File: config.mk
export PLATFORM = sky130hd
export DESIGN_NAME = md2_message_digest_unit
export DESIGN_NICKNAME = d
export VERILOG_FILES = /design/src/rtl/md2_pkg.sv /design/src/rtl/md2_ram.sv /design/src/rtl/md2_message_digest_unit.sv
export SDC_FILE = /design/constraint.sdc
export NUM_CORES = 1
export LEC_CHECK = 0
export BUFFER_PORTS_ARGS = -buffer_cell sky130_fd_sc_hd__buf_4
export CAP_MARGIN = 10
export CORE_ASPECT_RATIO = 1.1
export CORE_MARGIN = 2
export CORE_UTILIZATION = 50
export DETAILED_ROUTE_END_ITERATION = 16
export PLACE_DENSITY = 0.65
export SLEW_MARGIN = 40
export SYNTH_ARGS = -nofsm -noshare
export SYNTH_HDL_FRONTEND = slang
export SYNTH_SLANG_ARGS = --single-unit
File: constraint.sdc
create_clock -name clk -period 7.8 [get_ports clk]
set_clock_uncertainty 0.1 [all_clocks]
set_input_delay 1.95 -clock clk [delete_from_list [all_inputs] [get_ports clk]]
set_output_delay 1.95 -clock clk [all_outputs]
set_load 0.03 [all_outputs]
File: src/rtl/md2_pkg.sv
// shared constants, types and the s-box table of the md2 digest unit
// no dependencies
package md2_pkg;

    localparam int BYTE_W     = 8;
    localparam int BLK_BYTES  = 16;
    localparam int ROUNDS     = 18;
    localparam int WORK_STEPS = 48;
    localparam int MEM_DEPTH  = 64;
    localparam int MEM_ADDR_W = 6;

    typedef logic [BYTE_W-1:0]     byte_t;
    typedef logic [MEM_ADDR_W-1:0] maddr_t;

    // memory regions, selected by the two top address bits
    localparam logic [1:0] RGN_HASH = 2'b00;
    localparam logic [1:0] RGN_CKS  = 2'b01;
    localparam logic [1:0] RGN_WLO  = 2'b10;
    localparam logic [1:0] RGN_WHI  = 2'b11;

    localparam byte_t SBOX [256] = '{
        8'h29,8'h2E,8'h43,8'hC9,8'hA2,8'hD8,8'h7C,8'h01,
        8'h3D,8'h36,8'h54,8'hA1,8'hEC,8'hF0,8'h06,8'h13,
        8'h62,8'hA7,8'h05,8'hF3,8'hC0,8'hC7,8'h73,8'h8C,
        8'h98,8'h93,8'h2B,8'hD9,8'hBC,8'h4C,8'h82,8'hCA,
        8'h1E,8'h9B,8'h57,8'h3C,8'hFD,8'hD4,8'hE0,8'h16,
        8'h67,8'h42,8'h6F,8'h18,8'h8A,8'h17,8'hE5,8'h12,
        8'hBE,8'h4E,8'hC4,8'hD6,8'hDA,8'h9E,8'hDE,8'h49,
        8'hA0,8'hFB,8'hF5,8'h8E,8'hBB,8'h2F,8'hEE,8'h7A,
        8'hA9,8'h68,8'h79,8'h91,8'h15,8'hB2,8'h07,8'h3F,
        8'h94,8'hC2,8'h10,8'h89,8'h0B,8'h22,8'h5F,8'h21,
        8'h80,8'h7F,8'h5D,8'h9A,8'h5A,8'h90,8'h32,8'h27,
        8'h35,8'h3E,8'hCC,8'hE7,8'hBF,8'hF7,8'h97,8'h03,
        8'hFF,8'h19,8'h30,8'hB3,8'h48,8'hA5,8'hB5,8'hD1,
        8'hD7,8'h5E,8'h92,8'h2A,8'hAC,8'h56,8'hAA,8'hC6,
        8'h4F,8'hB8,8'h38,8'hD2,8'h96,8'hA4,8'h7D,8'hB6,
        8'h76,8'hFC,8'h6B,8'hE2,8'h9C,8'h74,8'h04,8'hF1,
        8'h45,8'h9D,8'h70,8'h59,8'h64,8'h71,8'h87,8'h20,
        8'h86,8'h5B,8'hCF,8'h65,8'hE6,8'h2D,8'hA8,8'h02,
        8'h1B,8'h60,8'h25,8'hAD,8'hAE,8'hB0,8'hB9,8'hF6,
        8'h1C,8'h46,8'h61,8'h69,8'h34,8'h40,8'h7E,8'h0F,
        8'h55,8'h47,8'hA3,8'h23,8'hDD,8'h51,8'hAF,8'h3A,
        8'hC3,8'h5C,8'hF9,8'hCE,8'hBA,8'hC5,8'hEA,8'h26,
        8'h2C,8'h53,8'h0D,8'h6E,8'h85,8'h28,8'h84,8'h09,
        8'hD3,8'hDF,8'hCD,8'hF4,8'h41,8'h81,8'h4D,8'h52,
        8'h6A,8'hDC,8'h37,8'hC8,8'h6C,8'hC1,8'hAB,8'hFA,
        8'h24,8'hE1,8'h7B,8'h08,8'h0C,8'hBD,8'hB1,8'h4A,
        8'h78,8'h88,8'h95,8'h8B,8'hE3,8'h63,8'hE8,8'h6D,
        8'hE9,8'hCB,8'hD5,8'hFE,8'h3B,8'h00,8'h1D,8'h39,
        8'hF2,8'hEF,8'hB7,8'h0E,8'h66,8'h58,8'hD0,8'hE4,
        8'hA6,8'h77,8'h72,8'hF8,8'hEB,8'h75,8'h4B,8'h0A,
        8'h31,8'h44,8'h50,8'hB4,8'h8F,8'hED,8'h1F,8'h1A,
        8'hDB,8'h99,8'h8D,8'h33,8'h9F,8'h11,8'h83,8'h14
    };

    // compression step 0..47 to memory address: hash bytes, then both work halves
    function automatic maddr_t work_addr(input logic [MEM_ADDR_W-1:0] k);
        maddr_t a;
        if (k[MEM_ADDR_W-1:MEM_ADDR_W-2] == 2'b00)
        begin
            a = k;
        end
        else
        begin
            a = k + MEM_ADDR_W'(BLK_BYTES);
        end
        return a;
    endfunction

endpackage

File: src/rtl/md2_ram.sv
// generic simple dual-port ram, one write and one registered read port
// no dependencies
module md2_ram #(
    parameter int WIDTH = 8,
    parameter int DEPTH = 64
) (
    input  logic                     clk,
    input  logic                     wr_en,
    input  logic [$clog2(DEPTH)-1:0] wr_addr,
    input  logic [WIDTH-1:0]         wr_data,
    input  logic                     rd_en,
    input  logic [$clog2(DEPTH)-1:0] rd_addr,
    output logic [WIDTH-1:0]         rd_data
);

    logic [WIDTH-1:0] mem [DEPTH];

    // write port
    always_ff @(posedge clk)
    begin
        if (wr_en)
        begin
            mem[wr_addr] <= wr_data;
        end
    end

    // registered read port
    always_ff @(posedge clk)
    begin
        if (rd_en)
        begin
            rd_data <= mem[rd_addr];
        end
    end

endmodule

File: src/rtl/md2_message_digest_unit.sv
// md2 digest unit: absorb one byte per beat, digest out as two 64-bit beats
// an absorb beat runs the byte states a, b and c; the 16th byte then starts the compression
// (48 entries x 18 rounds, one s-box lookup and one ram read-modify-write a cycle)
// finish: pad bytes through the byte states, compression, checksum block, compression, then the digest beats
// one beat in work at a time; async active-low reset clears control state,
// hash and checksum read as zero through per-entry valid flags, no clearing pass
module md2_message_digest_unit (
    input  logic        clk,
    input  logic        rst_n,
    input  logic        s_tvalid,
    output logic        s_tready,
    input  logic [7:0]  s_tdata,   // [7:0] data_byte
    input  logic        s_tuser,   // [0] op
    output logic        m_tvalid,
    input  logic        m_tready,
    output logic [63:0] m_tdata,   // [63:0] digest_word
    output logic        m_tuser,   // [0] word_index
    output logic        m_tlast    // last_word
);

    import md2_pkg::*;

    localparam logic [2:0] ST_IDLE     = 3'd0;
    localparam logic [2:0] ST_BYTE_A   = 3'd1;
    localparam logic [2:0] ST_BYTE_B   = 3'd2;
    localparam logic [2:0] ST_BYTE_C   = 3'd3;
    localparam logic [2:0] ST_COMP     = 3'd4;
    localparam logic [2:0] ST_OUT_RD   = 3'd5;
    localparam logic [2:0] ST_OUT_WAIT = 3'd6;

    localparam logic [3:0]            IDX_LAST   = 4'(BLK_BYTES - 1);
    localparam logic [MEM_ADDR_W-1:0] STEP_LAST  = MEM_ADDR_W'(WORK_STEPS - 1);
    localparam logic [4:0]            ROUND_LAST = 5'(ROUNDS - 1);

    logic [2:0]            state_reg, state_next;
    logic [3:0]            idx_reg, idx_next;
    logic [3:0]            fill_reg, fill_next;
    byte_t                 byte_reg, byte_next;
    byte_t                 lastc_reg, lastc_next;
    byte_t                 t_reg, t_next;
    logic                  fin_reg, fin_next;
    logic                  mode_reg, mode_next;
    logic                  half_reg, half_next;
    logic [15:0]           hv_reg, hv_next;
    logic [15:0]           cv_reg, cv_next;
    logic                  iss_on_reg, iss_on_next;
    logic [MEM_ADDR_W-1:0] iss_k_reg, iss_k_next;
    logic [4:0]            iss_r_reg, iss_r_next;
    logic                  pend_reg, pend_next;
    logic [MEM_ADDR_W-1:0] pend_k_reg, pend_k_next;
    logic [4:0]            pend_r_reg, pend_r_next;
    logic                  rd_mask_reg, rd_mask_next;
    logic [63:0]           word_reg, word_next;

    logic   rd_en;
    maddr_t rd_addr;
    byte_t  ram_rd_data;
    logic   wr_en;
    maddr_t wr_addr;
    byte_t  wr_data;
    byte_t  rdata_m;
    byte_t  new_byte;

    // state memory: hash, checksum and the two work halves
    md2_ram #(
        .WIDTH (BYTE_W),
        .DEPTH (MEM_DEPTH)
    ) u_ram (
        .clk     (clk),
        .wr_en   (wr_en),
        .wr_addr (wr_addr),
        .wr_data (wr_data),
        .rd_en   (rd_en),
        .rd_addr (rd_addr),
        .rd_data (ram_rd_data)
    );

    // never-written hash and checksum entries read as zero
    function automatic logic entry_valid(input maddr_t a, input logic [15:0] hv,
                                         input logic [15:0] cv);
        logic v;
        if (a[MEM_ADDR_W-1:MEM_ADDR_W-2] == RGN_HASH)
        begin
            v = hv[a[3:0]];
        end
        else if (a[MEM_ADDR_W-1:MEM_ADDR_W-2] == RGN_CKS)
        begin
            v = cv[a[3:0]];
        end
        else
        begin
            v = 1'b1;
        end
        return v;
    endfunction

    assign rdata_m  = rd_mask_reg ? ram_rd_data : '0;
    assign new_byte = rdata_m ^ SBOX[t_reg];

    assign s_tready = (state_reg == ST_IDLE);
    assign m_tvalid = (state_reg == ST_OUT_WAIT);
    assign m_tdata  = word_reg;
    assign m_tuser  = half_reg;
    assign m_tlast  = half_reg;

    // sequencer and memory port control
    always_comb
    begin
        state_next   = state_reg;
        idx_next     = idx_reg;
        fill_next    = fill_reg;
        byte_next    = byte_reg;
        lastc_next   = lastc_reg;
        t_next       = t_reg;
        fin_next     = fin_reg;
        mode_next    = mode_reg;
        half_next    = half_reg;
        hv_next      = hv_reg;
        cv_next      = cv_reg;
        iss_on_next  = iss_on_reg;
        iss_k_next   = iss_k_reg;
        iss_r_next   = iss_r_reg;
        pend_next    = 1'b0;
        pend_k_next  = pend_k_reg;
        pend_r_next  = pend_r_reg;
        word_next    = word_reg;
        rd_en        = 1'b0;
        rd_addr      = '0;
        wr_en        = 1'b0;
        wr_addr      = '0;
        wr_data      = '0;

        unique case (state_reg)
            ST_IDLE:
            begin
                if (s_tvalid)
                begin
                    idx_next   = fill_reg;
                    mode_next  = 1'b0;
                    state_next = ST_BYTE_A;
                    if (s_tuser)
                    begin
                        // pad value is the count of missing bytes
                        fin_next  = 1'b1;
                        byte_next = {3'b000, 5'd16 - {1'b0, fill_reg}};
                    end
                    else
                    begin
                        fin_next  = 1'b0;
                        byte_next = s_tdata;
                    end
                end
            end

            ST_BYTE_A:
            begin
                // fetch checksum byte; when absorbing, store block byte in the low work half
                rd_en   = 1'b1;
                rd_addr = {RGN_CKS, idx_reg};
                if (!mode_reg)
                begin
                    wr_en   = 1'b1;
                    wr_addr = {RGN_WLO, idx_reg};
                    wr_data = byte_reg;
                end
                state_next = ST_BYTE_B;
            end

            ST_BYTE_B:
            begin
                // fetch hash byte, update checksum or take it as the block byte
                rd_en   = 1'b1;
                rd_addr = {RGN_HASH, idx_reg};
                wr_en   = 1'b1;
                if (!mode_reg)
                begin
                    wr_addr    = {RGN_CKS, idx_reg};
                    wr_data    = rdata_m ^ SBOX[byte_reg ^ lastc_reg];
                    lastc_next = rdata_m ^ SBOX[byte_reg ^ lastc_reg];
                end
                else
                begin
                    wr_addr   = {RGN_WLO, idx_reg};
                    wr_data   = rdata_m;
                    byte_next = rdata_m;
                end
                state_next = ST_BYTE_C;
            end

            ST_BYTE_C:
            begin
                // high work half gets block byte xor hash byte
                wr_en   = 1'b1;
                wr_addr = {RGN_WHI, idx_reg};
                wr_data = byte_reg ^ rdata_m;
                if (idx_reg == IDX_LAST)
                begin
                    fill_next   = '0;
                    t_next      = '0;
                    iss_on_next = 1'b1;
                    iss_k_next  = '0;
                    iss_r_next  = '0;
                    state_next  = ST_COMP;
                end
                else
                begin
                    idx_next = idx_reg + 4'd1;
                    if (fin_reg)
                    begin
                        state_next = ST_BYTE_A;
                    end
                    else
                    begin
                        fill_next  = idx_reg + 4'd1;
                        state_next = ST_IDLE;
                    end
                end
            end

            ST_COMP:
            begin
                // issue one read a cycle, rounds of 48 entries
                if (iss_on_reg)
                begin
                    rd_en       = 1'b1;
                    rd_addr     = work_addr(iss_k_reg);
                    pend_next   = 1'b1;
                    pend_k_next = iss_k_reg;
                    pend_r_next = iss_r_reg;
                    if (iss_k_reg == STEP_LAST)
                    begin
                        iss_k_next = '0;
                        if (iss_r_reg == ROUND_LAST)
                        begin
                            iss_on_next = 1'b0;
                        end
                        else
                        begin
                            iss_r_next = iss_r_reg + 5'd1;
                        end
                    end
                    else
                    begin
                        iss_k_next = iss_k_reg + MEM_ADDR_W'(1);
                    end
                end
                // s-box chain on the returning byte
                if (pend_reg)
                begin
                    wr_en   = 1'b1;
                    wr_addr = work_addr(pend_k_reg);
                    wr_data = new_byte;
                    if (pend_k_reg == STEP_LAST)
                    begin
                        t_next = new_byte + {3'b000, pend_r_reg};
                    end
                    else
                    begin
                        t_next = new_byte;
                    end
                    if (pend_k_reg == STEP_LAST && pend_r_reg == ROUND_LAST)
                    begin
                        if (fin_reg && !mode_reg)
                        begin
                            mode_next  = 1'b1;
                            idx_next   = '0;
                            state_next = ST_BYTE_A;
                        end
                        else if (fin_reg)
                        begin
                            half_next   = 1'b0;
                            iss_on_next = 1'b1;
                            iss_k_next  = '0;
                            state_next  = ST_OUT_RD;
                        end
                        else
                        begin
                            state_next = ST_IDLE;
                        end
                    end
                end
            end

            ST_OUT_RD:
            begin
                // read eight hash bytes of one digest word
                if (iss_on_reg)
                begin
                    rd_en       = 1'b1;
                    rd_addr     = {RGN_HASH, half_reg, iss_k_reg[2:0]};
                    pend_next   = 1'b1;
                    pend_k_next = iss_k_reg;
                    if (iss_k_reg[2:0] == 3'd7)
                    begin
                        iss_on_next = 1'b0;
                    end
                    else
                    begin
                        iss_k_next = iss_k_reg + MEM_ADDR_W'(1);
                    end
                end
                if (pend_reg)
                begin
                    word_next = {word_reg[55:0], rdata_m};
                    if (pend_k_reg[2:0] == 3'd7)
                    begin
                        state_next = ST_OUT_WAIT;
                    end
                end
            end

            ST_OUT_WAIT:
            begin
                if (m_tready)
                begin
                    if (!half_reg)
                    begin
                        half_next   = 1'b1;
                        iss_on_next = 1'b1;
                        iss_k_next  = '0;
                        state_next  = ST_OUT_RD;
                    end
                    else
                    begin
                        // back to the empty-message state
                        half_next  = 1'b0;
                        fin_next   = 1'b0;
                        mode_next  = 1'b0;
                        fill_next  = '0;
                        lastc_next = '0;
                        hv_next    = '0;
                        cv_next    = '0;
                        state_next = ST_IDLE;
                    end
                end
            end

            default:
            begin
                state_next = ST_IDLE;
            end
        endcase

        // mark hash and checksum entries once written
        if (wr_en && wr_addr[MEM_ADDR_W-1:MEM_ADDR_W-2] == RGN_HASH)
        begin
            hv_next[wr_addr[3:0]] = 1'b1;
        end
        if (wr_en && wr_addr[MEM_ADDR_W-1:MEM_ADDR_W-2] == RGN_CKS)
        begin
            cv_next[wr_addr[3:0]] = 1'b1;
        end

        rd_mask_next = rd_en ? entry_valid(rd_addr, hv_reg, cv_reg) : rd_mask_reg;
    end

    // control registers
    always_ff @(posedge clk or negedge rst_n)
    begin
        if (!rst_n)
        begin
            state_reg   <= ST_IDLE;
            idx_reg     <= '0;
            fill_reg    <= '0;
            lastc_reg   <= '0;
            t_reg       <= '0;
            fin_reg     <= 1'b0;
            mode_reg    <= 1'b0;
            half_reg    <= 1'b0;
            hv_reg      <= '0;
            cv_reg      <= '0;
            iss_on_reg  <= 1'b0;
            iss_k_reg   <= '0;
            iss_r_reg   <= '0;
            pend_reg    <= 1'b0;
            pend_k_reg  <= '0;
            pend_r_reg  <= '0;
            rd_mask_reg <= 1'b0;
        end
        else
        begin
            state_reg   <= state_next;
            idx_reg     <= idx_next;
            fill_reg    <= fill_next;
            lastc_reg   <= lastc_next;
            t_reg       <= t_next;
            fin_reg     <= fin_next;
            mode_reg    <= mode_next;
            half_reg    <= half_next;
            hv_reg      <= hv_next;
            cv_reg      <= cv_next;
            iss_on_reg  <= iss_on_next;
            iss_k_reg   <= iss_k_next;
            iss_r_reg   <= iss_r_next;
            pend_reg    <= pend_next;
            pend_k_reg  <= pend_k_next;
            pend_r_reg  <= pend_r_next;
            rd_mask_reg <= rd_mask_next;
        end
    end

    // payload registers
    always_ff @(posedge clk)
    begin
        byte_reg <= byte_next;
        word_reg <= word_next;
    end

endmodule

==> run summary <==
Leaving out fill and tap cells, the most frequent cell in the layout is nand2_1. The post-synthesis compound-gate area fraction came out at 14.88%. VDD sags by at most 0.0003260 V.

The max-slew violation count came to 0. The residual antenna-violating net count after detailed routing came out at 0. The number of antenna violations at the first check in global routing is 2. After Yosys synthesis, XOR and XNOR cells account for 1.063% of the synthesized area. The top cell types in the final layout, fill and taps aside, are nand2_1, edfxtp_1, nand3_1, nor2_1, mux2i_1. The min-delay analysis places its worst path in the category flop to flop. The post-synth design cell area is 35680 um^2. The critical path startpoint category is a flop. Prior to clock tree synthesis, the placed netlist has a worst setup slack of 2.297 ns.

The total wire length is 114300 um. STA classifies the critical path endpoint as a flop. The number of setup violations in the final report came out at 0. The filler-free cell count of the finished design came out at 4268.

The effective utilization at floorplan is 50.55%. The vertical die dimension came out at 284.2 um. The detailed router's first-iteration violation count is 3643. The clock tree buffer depth came out at 3. The multiplexer area fraction after synthesis is 5.856%. The portion of the post-synthesis area used by sequential elements is 55.93%. The depth of the CTS H-tree came out at 3.

The tightest hold path in the finished design has a slack of 0.3469 ns. The analysis attributes to net switching a power of 8.593 mW. Max-cap violations in this run came to 0. The combinational cell fraction of total power is 52.7%. The worst slew margin relative to its limit is 41.37%. The number of placed cells counting well taps came out at 4135.

The number of cells on the worst reg-to-reg path is 14. The post-CTS setup buffer count is 0. The via-per-instance ratio came out at 6.588. The worst-skew pair later-pin latency came out at 0.64 ns.

Setup repair after global routing left no endpoint under its margin. The arithmetic-cell share of the synthesized area counting full adders, half adders and majority gates is 1.417%. The number of different library cells used by synthesis comes to 94. The congestion estimate from routability-driven global placement came to 1.039. The flow ran to the end, and the final reports show no timing, DRC or antenna violations. The internal power is 9.973 mW. The total number of vias came out at 28120. The total DRC errors in the routed layout came out at 0.

The largest fanout on the critical path is 38. The TritonCTS buffer count came out at 71. Summed over all nets, the half-perimeter wirelength after detailed placement is 73020 um.

Setup total negative slack on the finished layout was measured at 0 ns. The met3 wire length is 9155 um. The required time of the worst setup path came out at 8.08 ns.

TritonCTS built the clock tree. The switching share of power is 46.28%. The number of detailed-route iterations in the first pass came out at 6.

The part of the cycle the worst path needs is 71.83%. The maximum number of pins on one net before global-route repair came out at 128. Yosys mapped a number of flops with a built-in enable equal to 592. The startpoint identified for the worst register-to-register timing path is byte_reg[0]. Following the worst setup path forward leads to its endpoint at u_ram.mem[19][7].

The final critical path time including I/O delays and setup came out at 5.602 ns. The critical path arrival is 5.89 ns. The net count reported at finish came out at 3326.

Per report_power, the sequential group accounts for 28.7% of the total. The slew at the pin with the worst max-slew slack is 0.8795 ns. The total power is 18.57 mW.

The number of register bits inferred by synthesis is 679. The total of hold buffers inserted after clock tree synthesis is 0. The register with the most flip-flops is u_ram.mem. Timing would allow up to 0.1785 GHz.

In this run the count of I/O pins placed on the die edge is 81. The number of global-route vias before repair came out at 26610. The combinational family with the most area after synthesis is simple AND/OR/NAND/NOR gates. The total grt overflow came out at 0. The number of filler cells placed in the layout is 5896. Setup slack closes at 2.198 ns. The power per cell area is 469.1 nW/um^2. The met1 routed wirelength after detailed routing came out at 45110 um. The root buffer cell is clkbuf_16. The final-report hold violation count is 0. The number of standard cells after synthesis is 3328. The number of nets produced by synthesis came out at 3380. Global routing used 30.47% of the available tracks. The capture point of the worst reg-to-reg path is u_ram.mem[19][7].

After clock tree synthesis, the clock-pin slew on the worst setup and hold paths is 0.06 ns. During synthesis, Yosys emitted a total of 0 warnings. The clock network fraction of total power came out at 18.6%. In this run the worst setup path begins at byte_reg[0]. The slack of the worst reg-to-reg path came out at 2.20 ns. The core area came out at 70580 um^2. The simple logic cell fraction of the synthesized area is 16.66%. The tree built by TritonCTS fans out to 679 sinks. In this run, post-CTS repair resized a total of 0 instances.

The count of port buffers added during placement is 80. The number of flip-flops in the largest register came out at 512. The main flop type after synthesis is edfxtp_1. The number of placement rows is 102. The total leakage power is 14.65 nW. The startpoint identified for the worst hold timing path is m_tdata[22]. In this run the horizontal extent of the chip is 258.7 um. The fraction of layout instances using a drive strength above 1 is 11.95%. The highest metal layer with signal wires is met4. The die area is 73510 um^2.

The total met2 wirelength after detailed routing came out at 55110 um. The global-route wire length before repair is 171300 um. The mean post-synth cell area is 10.72 um^2. The worst setup path is of the flop to flop kind.

Counting flops with an async set or reset pin after synthesis yields a share of 12.81%. The final routed wire length divided by cell count came out at 26.77 um. Relative to the synthesized area, the layout overhead comes to 10.92%.
==> cell type report <==
cell class | instances | area [um^2] | area share [%]
sequential | 679 | 19960 | 50.44
multi-input combinational | 2331 | 14610 | 36.90
clock inverter | 30 | 480.5 | 1.214
antenna | 1 | 2.502 | 0.006323
inverter | 44 | 165.2 | 0.4173
timing repair buffer | 147 | 1262 | 3.190
clock buffer | 100 | 1926 | 4.865
tap | 936 | 1171 | 2.959
==> critical path: stages, from the launching register on <==
cell	delay, ns
edfxtp_1	0.46
xor2_2	0.59
buf_4	0.34
inv_2	0.19
ha_1	0.29
buf_4	0.23
nor2_1	0.54
nor2_1	0.21
o211ai_1	0.33
o2111ai_1	0.16
a31oi_1	0.31
mux2_2	0.37
nand3b_1	0.14
or2_2	0.56
buf_4	0.48
==> metrics by stage <==
stage	util [%]	area, um^2
floorplan	-	35680
global placement	52.13	36790
detailed placement	52.53	37070
CTS	55.94	39480
global route	56.08	39580
finish	56.08	39580
==> synth_stat cells, types with 12 or more instances <==
| library cell | number | share of area (%) |
|---|---|---|
| nand2_1 | 611 | 6.4 |
| edfxtp_1 | 592 | 50 |
| nand3_1 | 246 | 3.5 |
| nor2_1 | 194 | 2.0 |
| mux2i_1 | 136 | 3.8 |
| a21oi_1 | 129 | 1.8 |
| o21ai_0 | 129 | 1.8 |
| clkbuf_1 | 123 | 1.3 |
| buf_2 | 96 | 1.3 |
| a311oi_1 | 91 | 2.2 |
| dfrtp_1 | 87 | 6.1 |
| and3_1 | 52 | 0.91 |
| a31oi_1 | 49 | 0.86 |
| nand2b_1 | 49 | 0.86 |
| nor3_1 | 45 | 0.63 |
| a21o_1 | 44 | 0.93 |
| ha_1 | 38 | 1.3 |
| nor2b_1 | 37 | 0.65 |
| inv_1 | 36 | 0.38 |
| o211ai_1 | 32 | 0.67 |
| a211oi_1 | 30 | 0.63 |
| mux2_2 | 23 | 0.73 |
| buf_4 | 22 | 0.46 |
| o311ai_0 | 22 | 0.54 |
| buf_1 | 20 | 0.21 |
| o22ai_1 | 20 | 0.35 |
| o32ai_1 | 20 | 0.49 |
| xnor2_1 | 20 | 0.49 |
| mux4_2 | 18 | 1.1 |
| nand4_1 | 15 | 0.26 |
| o221ai_1 | 14 | 0.34 |
| xor2_1 | 14 | 0.34 |
| a211o_1 | 13 | 0.32 |
| a221o_1 | 13 | 0.36 |
| a221oi_1 | 13 | 0.32 |
| o31ai_1 | 13 | 0.27 |
| and2_1 | 12 | 0.21 |
| buf_6 | 12 | 0.38 |
| nand3b_1 | 12 | 0.25 |
==> power groups by stage <==
stage          logic (mW)  clock network [mW]  registers [mW]
2_1_floorplan        6.31                   0            5.27
3_3_place_gp         9.28                   0            5.42
3_5_place_dp         9.46                   0            5.41
4_1_cts              9.50                3.50            5.34
5_1_grt              10.3                3.64            5.36
6_report             9.79                3.46            5.32
==> worst min path at each step <==
stage               depth (start not counted)  slack [ns]           to
floorplan                                   1        0.35    cv_reg[0]
global placement                            0        0.33  m_tdata[52]
detailed placement                          0        0.33  m_tdata[52]
CTS                                         0        0.35  m_tdata[62]
global route                                0        0.35  m_tdata[23]
finish                                      0        0.35  m_tdata[30]
==> cell families (layout without fill, tap and decap cells) <==
family                   count (synthesis)  in the layout
AND/OR/NAND/NOR                       1320           1320
AO/OA/AOI/OAI                          752            752
flip-flops                             679            679
buffers and inverters                  318            321
multiplexers                           180            180
adder cells (fa/ha/maj)                 40             40
XOR/XNOR                                39             39
other                                    0              1
==> per-layer routing <==
| layer | global-route usage, % | up-vias |
|---|---|---|
| met1 | 40.63 | 13870 |
| li1 | - | 12400 |
| met2 | 49.83 | 1567 |
| met3 | 4.566 | 283 |
| met5 | 0 | - |
| met4 | 12.72 | 0 |
Note: power is estimated with default switching activity, not from simulation.
